## src/design/shell_sort_engine_assert.svh

```systemverilog
// Assertion macros for the shell sort engine.
`ifndef SHELL_SORT_ENGINE_ASSERT_SVH
`define SHELL_SORT_ENGINE_ASSERT_SVH

// same-cycle implication, checked out of reset
`define SSE_ASSERT_NOW(lbl, ante, cons, msg) \
  lbl: assert property (@(posedge clk) disable iff (!rst_n) (ante) |-> (cons)) \
    else $error(msg);

// next-cycle implication, checked out of reset
`define SSE_ASSERT_NEXT(lbl, ante, cons, msg) \
  lbl: assert property (@(posedge clk) disable iff (!rst_n) (ante) |=> (cons)) \
    else $error(msg);

`endif

```

## src/design/sse_pkg.sv

```systemverilog
// Package: widths, defaults and payload types of the shell sort engine.
`timescale 1ns / 1ps
`default_nettype none
package sse_pkg;

  localparam int DATA_W        = 32;
  localparam int MAX_ITEMS_DEF = 64;

  typedef struct packed {
    logic signed [DATA_W-1:0] value;
    logic                     last;
  } sse_in_t;

  typedef struct packed {
    logic signed [DATA_W-1:0] value_res;
    logic                     last_res;
    logic                     overflow;
  } sse_out_t;

endpackage
`default_nettype wire

```

## src/design/shell_sort_engine.sv

```systemverilog
// Top level of the shell sort engine.
//
// Input: an element transfers on a rising edge with start high and busy low.
// Elements fill a store of MAX_ITEMS entries, one per cycle; extra elements
// are dropped and flag overflow on every result of that set.
// The element with last set closes the set; busy then rises and the block
// sorts in place with one signed comparator and one store port pair:
// per gap a pass over the indices; per index the element is held, the one a
// gap before is compared, and larger ones shift up a gap until the element
// is written back (no compare once it reaches the front of its chain).
// Typically about n^1.5 compares, up to n^2 with halving gaps in the worst case.
// Read-out: n results at one per cycle, out_valid high for each,
// last_res on the final one; busy falls in the cycle after the last result.
// Results cannot be held off: each stands for exactly one cycle.
// Reset (synchronous, active low) empties the set and returns to loading;
// store contents are not cleared and need no clearing pass.
`timescale 1ns / 1ps
`default_nettype none
`include "shell_sort_engine_assert.svh"
module shell_sort_engine
  import sse_pkg::*;
#(
  parameter int MAX_ITEMS = MAX_ITEMS_DEF
) (
  input  wire logic    clk,
  input  wire logic    rst_n,
  input  wire logic    start,
  input  wire sse_in_t in_data,
  output logic         busy,
  output logic         out_valid,
  output sse_out_t     out_data
);

  localparam int ADDR_W = $clog2(MAX_ITEMS);
  localparam int CNT_W  = $clog2(MAX_ITEMS + 1);

  logic                     mem_we;
  logic [ADDR_W-1:0]        mem_waddr;
  logic signed [DATA_W-1:0] mem_wdata;
  logic [ADDR_W-1:0]        mem_raddr;
  logic signed [DATA_W-1:0] mem_rdata;

  sse_seq #(
    .MAX_ITEMS (MAX_ITEMS),
    .ADDR_W    (ADDR_W),
    .CNT_W     (CNT_W)
  ) u_seq (
    .clk       (clk),
    .rst_n     (rst_n),
    .start     (start),
    .in_data   (in_data),
    .busy      (busy),
    .out_valid (out_valid),
    .out_data  (out_data),
    .mem_we    (mem_we),
    .mem_waddr (mem_waddr),
    .mem_wdata (mem_wdata),
    .mem_raddr (mem_raddr),
    .mem_rdata (mem_rdata)
  );

  sse_store #(
    .DEPTH  (MAX_ITEMS),
    .ADDR_W (ADDR_W)
  ) u_store (
    .clk   (clk),
    .we    (mem_we),
    .waddr (mem_waddr),
    .wdata (mem_wdata),
    .raddr (mem_raddr),
    .rdata (mem_rdata)
  );

  `SSE_ASSERT_NOW(a_out_while_busy, out_valid, busy, "result outside sort")
  `SSE_ASSERT_NEXT(a_last_starts_sort, start && !busy && in_data.last, busy, "sort not started")
  `SSE_ASSERT_NEXT(a_last_ends_burst, out_valid && out_data.last_res, !out_valid, "extra result")
  `SSE_ASSERT_NEXT(a_load_no_result, !busy, !out_valid, "result during load")

endmodule
`default_nettype wire

```

## src/design/sse_store.sv

```systemverilog
// Element store: one write port, one read port with registered read data.
`timescale 1ns / 1ps
`default_nettype none
module sse_store
  import sse_pkg::*;
#(
  parameter int DEPTH  = MAX_ITEMS_DEF,
  parameter int ADDR_W = $clog2(DEPTH)
) (
  input  wire logic                     clk,
  input  wire logic                     we,
  input  wire logic [ADDR_W-1:0]        waddr,
  input  wire logic signed [DATA_W-1:0] wdata,
  input  wire logic [ADDR_W-1:0]        raddr,
  output logic signed [DATA_W-1:0]      rdata
);

  logic signed [DATA_W-1:0] mem_r [DEPTH];
  logic signed [DATA_W-1:0] rdata_r;

  always_ff @(posedge clk) begin
    if (we) begin
      mem_r[waddr] <= wdata;
    end
    rdata_r <= mem_r[raddr];
  end

  assign rdata = rdata_r;

endmodule
`default_nettype wire

```

## src/design/sse_seq.sv

```systemverilog
// Sequencer: load, gapped insertion passes with one comparator, and read-out.
`timescale 1ns / 1ps
`default_nettype none
module sse_seq
  import sse_pkg::*;
#(
  parameter int MAX_ITEMS = MAX_ITEMS_DEF,
  parameter int ADDR_W    = $clog2(MAX_ITEMS),
  parameter int CNT_W     = $clog2(MAX_ITEMS + 1)
) (
  input  wire logic                     clk,
  input  wire logic                     rst_n,
  input  wire logic                     start,
  input  wire sse_in_t                  in_data,
  output logic                          busy,
  output logic                          out_valid,
  output sse_out_t                      out_data,
  output logic                          mem_we,
  output logic [ADDR_W-1:0]             mem_waddr,
  output logic signed [DATA_W-1:0]      mem_wdata,
  output logic [ADDR_W-1:0]             mem_raddr,
  input  wire logic signed [DATA_W-1:0] mem_rdata
);

  typedef enum logic [2:0] {
    S_LOAD, S_OUTER, S_HELD, S_PROBE, S_CMP, S_EMIT, S_DRAIN
  } state_t;

  state_t                   state_r, state_nxt;
  logic [CNT_W-1:0]         count_r, count_nxt;
  logic                     ovf_r, ovf_nxt;
  logic [CNT_W-1:0]         gap_r, gap_nxt;
  logic [CNT_W-1:0]         idx_r, idx_nxt;
  logic [CNT_W-1:0]         pos_r, pos_nxt;
  logic signed [DATA_W-1:0] held_r, held_nxt;
  logic                     vld_r, vld_nxt;
  logic                     lastr_r, lastr_nxt;
  logic [CNT_W-1:0]         cnt_after;
  logic [CNT_W-1:0]         gap_half;

  always_comb begin
    state_nxt = state_r;
    count_nxt = count_r;
    ovf_nxt   = ovf_r;
    gap_nxt   = gap_r;
    idx_nxt   = idx_r;
    pos_nxt   = pos_r;
    held_nxt  = held_r;
    vld_nxt   = 1'b0;
    lastr_nxt = 1'b0;
    mem_we    = 1'b0;
    mem_waddr = pos_r[ADDR_W-1:0];
    mem_wdata = held_r;
    mem_raddr = idx_r[ADDR_W-1:0];
    cnt_after = count_r;
    gap_half  = gap_r >> 1;
    unique case (state_r)
      S_LOAD: begin
        if (start) begin
          if (count_r < CNT_W'(MAX_ITEMS)) begin
            mem_we    = 1'b1;
            mem_waddr = count_r[ADDR_W-1:0];
            mem_wdata = in_data.value;
            cnt_after = count_r + CNT_W'(1);
          end else begin
            ovf_nxt = 1'b1;
          end
          count_nxt = cnt_after;
          if (in_data.last) begin
            gap_nxt = cnt_after >> 1;
            idx_nxt = cnt_after >> 1;
            if ((cnt_after >> 1) == '0) begin
              idx_nxt   = '0;
              state_nxt = S_EMIT;
            end else begin
              state_nxt = S_OUTER;
            end
          end
        end
      end
      S_OUTER: begin
        if (idx_r >= count_r) begin
          gap_nxt = gap_half;
          if (gap_half == '0) begin
            idx_nxt   = '0;
            state_nxt = S_EMIT;
          end else begin
            idx_nxt = gap_half;
          end
        end else begin
          state_nxt = S_HELD;
        end
      end
      S_HELD: begin
        held_nxt  = mem_rdata;
        pos_nxt   = idx_r;
        state_nxt = S_PROBE;
      end
      S_PROBE: begin
        mem_raddr = ADDR_W'(pos_r - gap_r);
        if (pos_r >= gap_r) begin
          state_nxt = S_CMP;
        end else begin
          mem_we    = 1'b1;
          idx_nxt   = idx_r + CNT_W'(1);
          state_nxt = S_OUTER;
        end
      end
      S_CMP: begin
        mem_we = 1'b1;
        if (held_r < mem_rdata) begin
          mem_wdata = mem_rdata;
          pos_nxt   = pos_r - gap_r;
          state_nxt = S_PROBE;
        end else begin
          idx_nxt   = idx_r + CNT_W'(1);
          state_nxt = S_OUTER;
        end
      end
      S_EMIT: begin
        vld_nxt   = 1'b1;
        lastr_nxt = (idx_r + CNT_W'(1)) == count_r;
        idx_nxt   = idx_r + CNT_W'(1);
        if (lastr_nxt) begin
          state_nxt = S_DRAIN;
        end
      end
      S_DRAIN: begin
        count_nxt = '0;
        ovf_nxt   = 1'b0;
        state_nxt = S_LOAD;
      end
      default: begin
        state_nxt = S_LOAD;
      end
    endcase
  end

  always_ff @(posedge clk) begin
    if (!rst_n) begin
      state_r <= S_LOAD;
      count_r <= '0;
      ovf_r   <= 1'b0;
      vld_r   <= 1'b0;
      lastr_r <= 1'b0;
    end else begin
      state_r <= state_nxt;
      count_r <= count_nxt;
      ovf_r   <= ovf_nxt;
      vld_r   <= vld_nxt;
      lastr_r <= lastr_nxt;
    end
    gap_r  <= gap_nxt;
    idx_r  <= idx_nxt;
    pos_r  <= pos_nxt;
    held_r <= held_nxt;
  end

  assign busy               = (state_r != S_LOAD);
  assign out_valid          = vld_r;
  assign out_data.value_res = mem_rdata;
  assign out_data.last_res  = lastr_r;
  assign out_data.overflow  = ovf_r;

endmodule
`default_nettype wire
```

## config.mk

```make
export PLATFORM = sky130hd
export DESIGN_NAME = shell_sort_engine
export DESIGN_NICKNAME = d
export VERILOG_FILES = /design/src/design/sse_pkg.sv /design/src/design/shell_sort_engine.sv /design/src/design/sse_store.sv /design/src/design/sse_seq.sv
export VERILOG_INCLUDE_DIRS = /design/src /design/src/design
export SDC_FILE = /design/constraint.sdc
export NUM_CORES = 2
export LEC_CHECK = 0
export BUFFER_PORTS_ARGS = -buffer_cell sky130_fd_sc_hd__buf_2
export CAP_MARGIN = 30
export CORE_ASPECT_RATIO = 1.5
export CORE_UTILIZATION = 46
export DETAILED_ROUTE_END_ITERATION = 16
export SLEW_MARGIN = 15
export SYNTH_ARGS = -nofsm -noshare
export SYNTH_HDL_FRONTEND = slang
export SYNTH_HIERARCHICAL = 1
export SYNTH_SLANG_ARGS = --single-unit
```

## constraint.sdc

```tcl
create_clock -name clk -period 6.9 [get_ports clk]
set_input_delay 0.69 -clock clk [delete_from_list [all_inputs] [get_ports clk]]
set_output_delay 0.69 -clock clk [all_outputs]
set_load 0.02 [all_outputs]
```

==> flow_metrics.tcl <==
set metrics [dict create \
    status "complete, no violations" \
    via_per_inst 6.03 \
    final_antenna_net_count 0 \
    gr-total-overflow 0 \
    start_util_pct 46.4 \
    synthMostInstantiatedCell "edfxtp_1" \
    ios 72 \
    drt_first_pass_iters 6 \
    path_class "reg -> reg" \
    core_area_mm2 0.183 \
    row_count 192 \
    finalNetCount 4408 \
    hold_class "in -> reg" \
    power_density_mw_per_mm2 465 \
    grt_pass1_wl_mm 304 \
    ctsResizeCount 0 \
    grt_start_max_net_pins 117 \
    die_x_um 353 \
    cts_tree "built" \
    dieHeight_um 528 \
    grt_use_total_pct 22.6 \
    synth_edf_count 2100 \
    rsz0062_at_grt "no" \
    crit_path_frequent_cell "buf_12" \
    syn-num-nets 4240 \
    clk_pin_slew_ps 70 \
    avgSynthCellArea_um2 20.4 \
    yosysSeqAreaShare_pct 75.3 \
    ys_top_cells_by_area "edfxtp_1 (74%), mux4_2 (14%), mux2i_1 (1.1%)" \
    postCtsSetupRepairBufs 0 \
    cts_max_level 4 \
    slew_violations 0 \
    fin_tns_setup_ps 0 \
    hold_viol 0 \
    holdWs_ps 201 \
    drive_gt1_share_pct 26.6 \
    max_slew.worst_pin.slew_ps 1020 \
    dp_hpwl_mm 131 \
    cts-root-buf "clkbuf_16" \
    fp.dieArea_mm2 0.186 \
    finalWirelength_mm 210 \
    crit_arrival_ps 6110 \
    wl_per_cell_um 30.5 \
    async_flop_share_pct 0 \
    worst_path_max_delay_cell "o21ai_4" \
    yosys_most_used_dff "edfxtp_1" \
    yosysUniqueCellTypes 69 \
    port_buffers 71 \
    synth_top_area_share_pct 74.3 \
    synth.largest_area_cell "edfxtp_1" \
    min_period_over_period_pct 79.0 \
    yosysWarnings 6 \
    synth_common_cells "edfxtp_1 (2100), mux4_2 (544), nor2_1 (170)" \
    max_freq_ghz 0.183 \
    clock-sinks 2145 \
    first_iter_violations 3889 \
    antenna_found_initial 4 \
    grt_pass1_vias 42700 \
    place.gp.congestion 0.887 \
    clk_path_buf_depth 4 \
    area_growth_pct 12.4 \
    syn_inst 4157 \
    start_kind "flip-flop" \
    clkLatencyLatePin_ps 820 \
    finClkSkew_ps 50.0 \
    cp_cell_sequence "nand3b_1, o21ai_4, buf_12, buf_12, buf_12, mux4_2, mux2i_1, a21oi_1, a21oi_1, nor2_1" \
    slew_headroom_pct 31.8 \
    ir_drop_mv 0.778 \
    cp.required_ps 7560 \
    fin_crit_ps 5450 \
    syn-cell-area_mm2 0.0849 \
    drv_cap 0 \
    slowest_delay_ps 1030 \
    route.vias.total 41600 \
    finalSetupViolations 0 \
    critPathMaxFanout 32 \
    end_kind "flip-flop" \
    drc 0 \
    ys_seq_elements 2145 \
    cts_made_buffers 193 \
    p_leak_nw 29.8 \
    hold_buffers 0 \
]
cell type report:
class / instances / area [um^2]
inverters: 49 / 184
diodes: 1 / 2.50
repair buffers: 249 / 2280
clock buffers: 247 / 5140
fillers: 14200 / 87400
clock inverters: 97 / 823
flip-flops and latches: 2145 / 64000
multi-input cells: 1687 / 20000
well taps: 2425 / 3030
cell usage in the layout (no fill, tap or decap), types with 8 or more instances in the layout:
cell type	instances
mux2_2	9
and2_1	9
or3_2	29
nor2_4	64
buf_12	32
clkinv_1	34
clkbuf_1	45
inv_1	48
nor2_1	104
nand4_1	8
o21ai_0	60
xnor2_1	16
nor3_1	9
a21oi_1	150
ha_1	45
nand2_1	100
o22ai_1	84
nor2b_1	22
buf_16	8
a22oi_1	45
nand2b_1	14
edfxtp_1	2100
mux4_2	544
mux2i_1	96
buf_2	72
clkbuf_16	195
buf_4	133
bufinv_16	13
a311oi_1	11
clkinv_2	34
dfxtp_1	45
nand3_1	132
o221ai_1	27
path summary, 6_finish.rpt:
| path | slack, ps | cells past startpoint | end | start |
|---|---|---|---|---|
| worst max-delay path | 1450 | 10 | u_store/rdata[27] | u_seq/state_r[1] |
| worst min-delay path | 200 | 2 | u_seq/count_r[3] | rst_n |
| worst max register to register | 1450 | 10 | u_store/rdata[27] | u_seq/state_r[1] |
| worst min register to register | 490 | 2 | u_seq/ovf_r | u_seq/ovf_r |
kinds of logic after synthesis:
kind of cell               share of synthesized area [%]
AOI/OAI and AO/OA                                   3.15
xor gates and xnor gates                           0.234
adders and majority gates                          0.702
buffers and inverters                               1.86
DFF                                                 75.3
muxes                                               15.7
and+or+nand+nor                                     3.04
critical path, delay by kind of cell, from the launching register on:
kind	cells	cell delay, ps
compound gates	3	1620
buf+inv	3	920
flops	1	890
mux	2	800
simple gates	2	930
registers in the layout (all words and copies together) (netlist names):
register and cells:
u_store/mem_r 2048, u_seq/pos_r 7, u_store/rdata 32, u_seq/out_valid 1, u_seq/idx_r 7, u_seq/gap_r 6
u_seq/ovf_r 1, u_seq/held_r 32, u_seq/count_r 7, u_seq/state_r 3, u_seq/lastr_r 1
metal layers:
layer | part of all wire (%) | wire (um) | track usage (%)
met3 | 5.0 | 10500 | 2.62
met1 | 37 | 78300 | 27.5
met4 | 3.3 | 6990 | 7.64
met2 | 54 | 115000 | 41.7
met5 | 0 | 0 | 0
per-stage QoR:
step / worst slack [ps] / instance area, um^2 / util [%] / total power [W] / instances
2_1_floorplan: 1810 / 84900 / - / 0.0283 / 4157
5_1_grt: 1120 / 95400 / 52.2 / 0.0460 / 6900
4_1_cts: 949 / 95300 / 52.1 / 0.0446 / 6892
3_5_place_dp: 999 / 89300 / 48.9 / 0.0343 / 6548
6_report: 1450 / 95400 / 52.2 / 0.0443 / 6900
3_3_place_gp: 1250 / 89000 / 48.7 / 0.0339 / 6532
power by group:
part,total (W),switching [W],internal [W]
clock,0.0104,0.00460,0.00576
sequential,0.0184,0.000590,0.0178
combinational,0.0156,0.0101,0.00550
total,0.0443,0.0153,0.0291
Power figures use the tool's default switching activity.
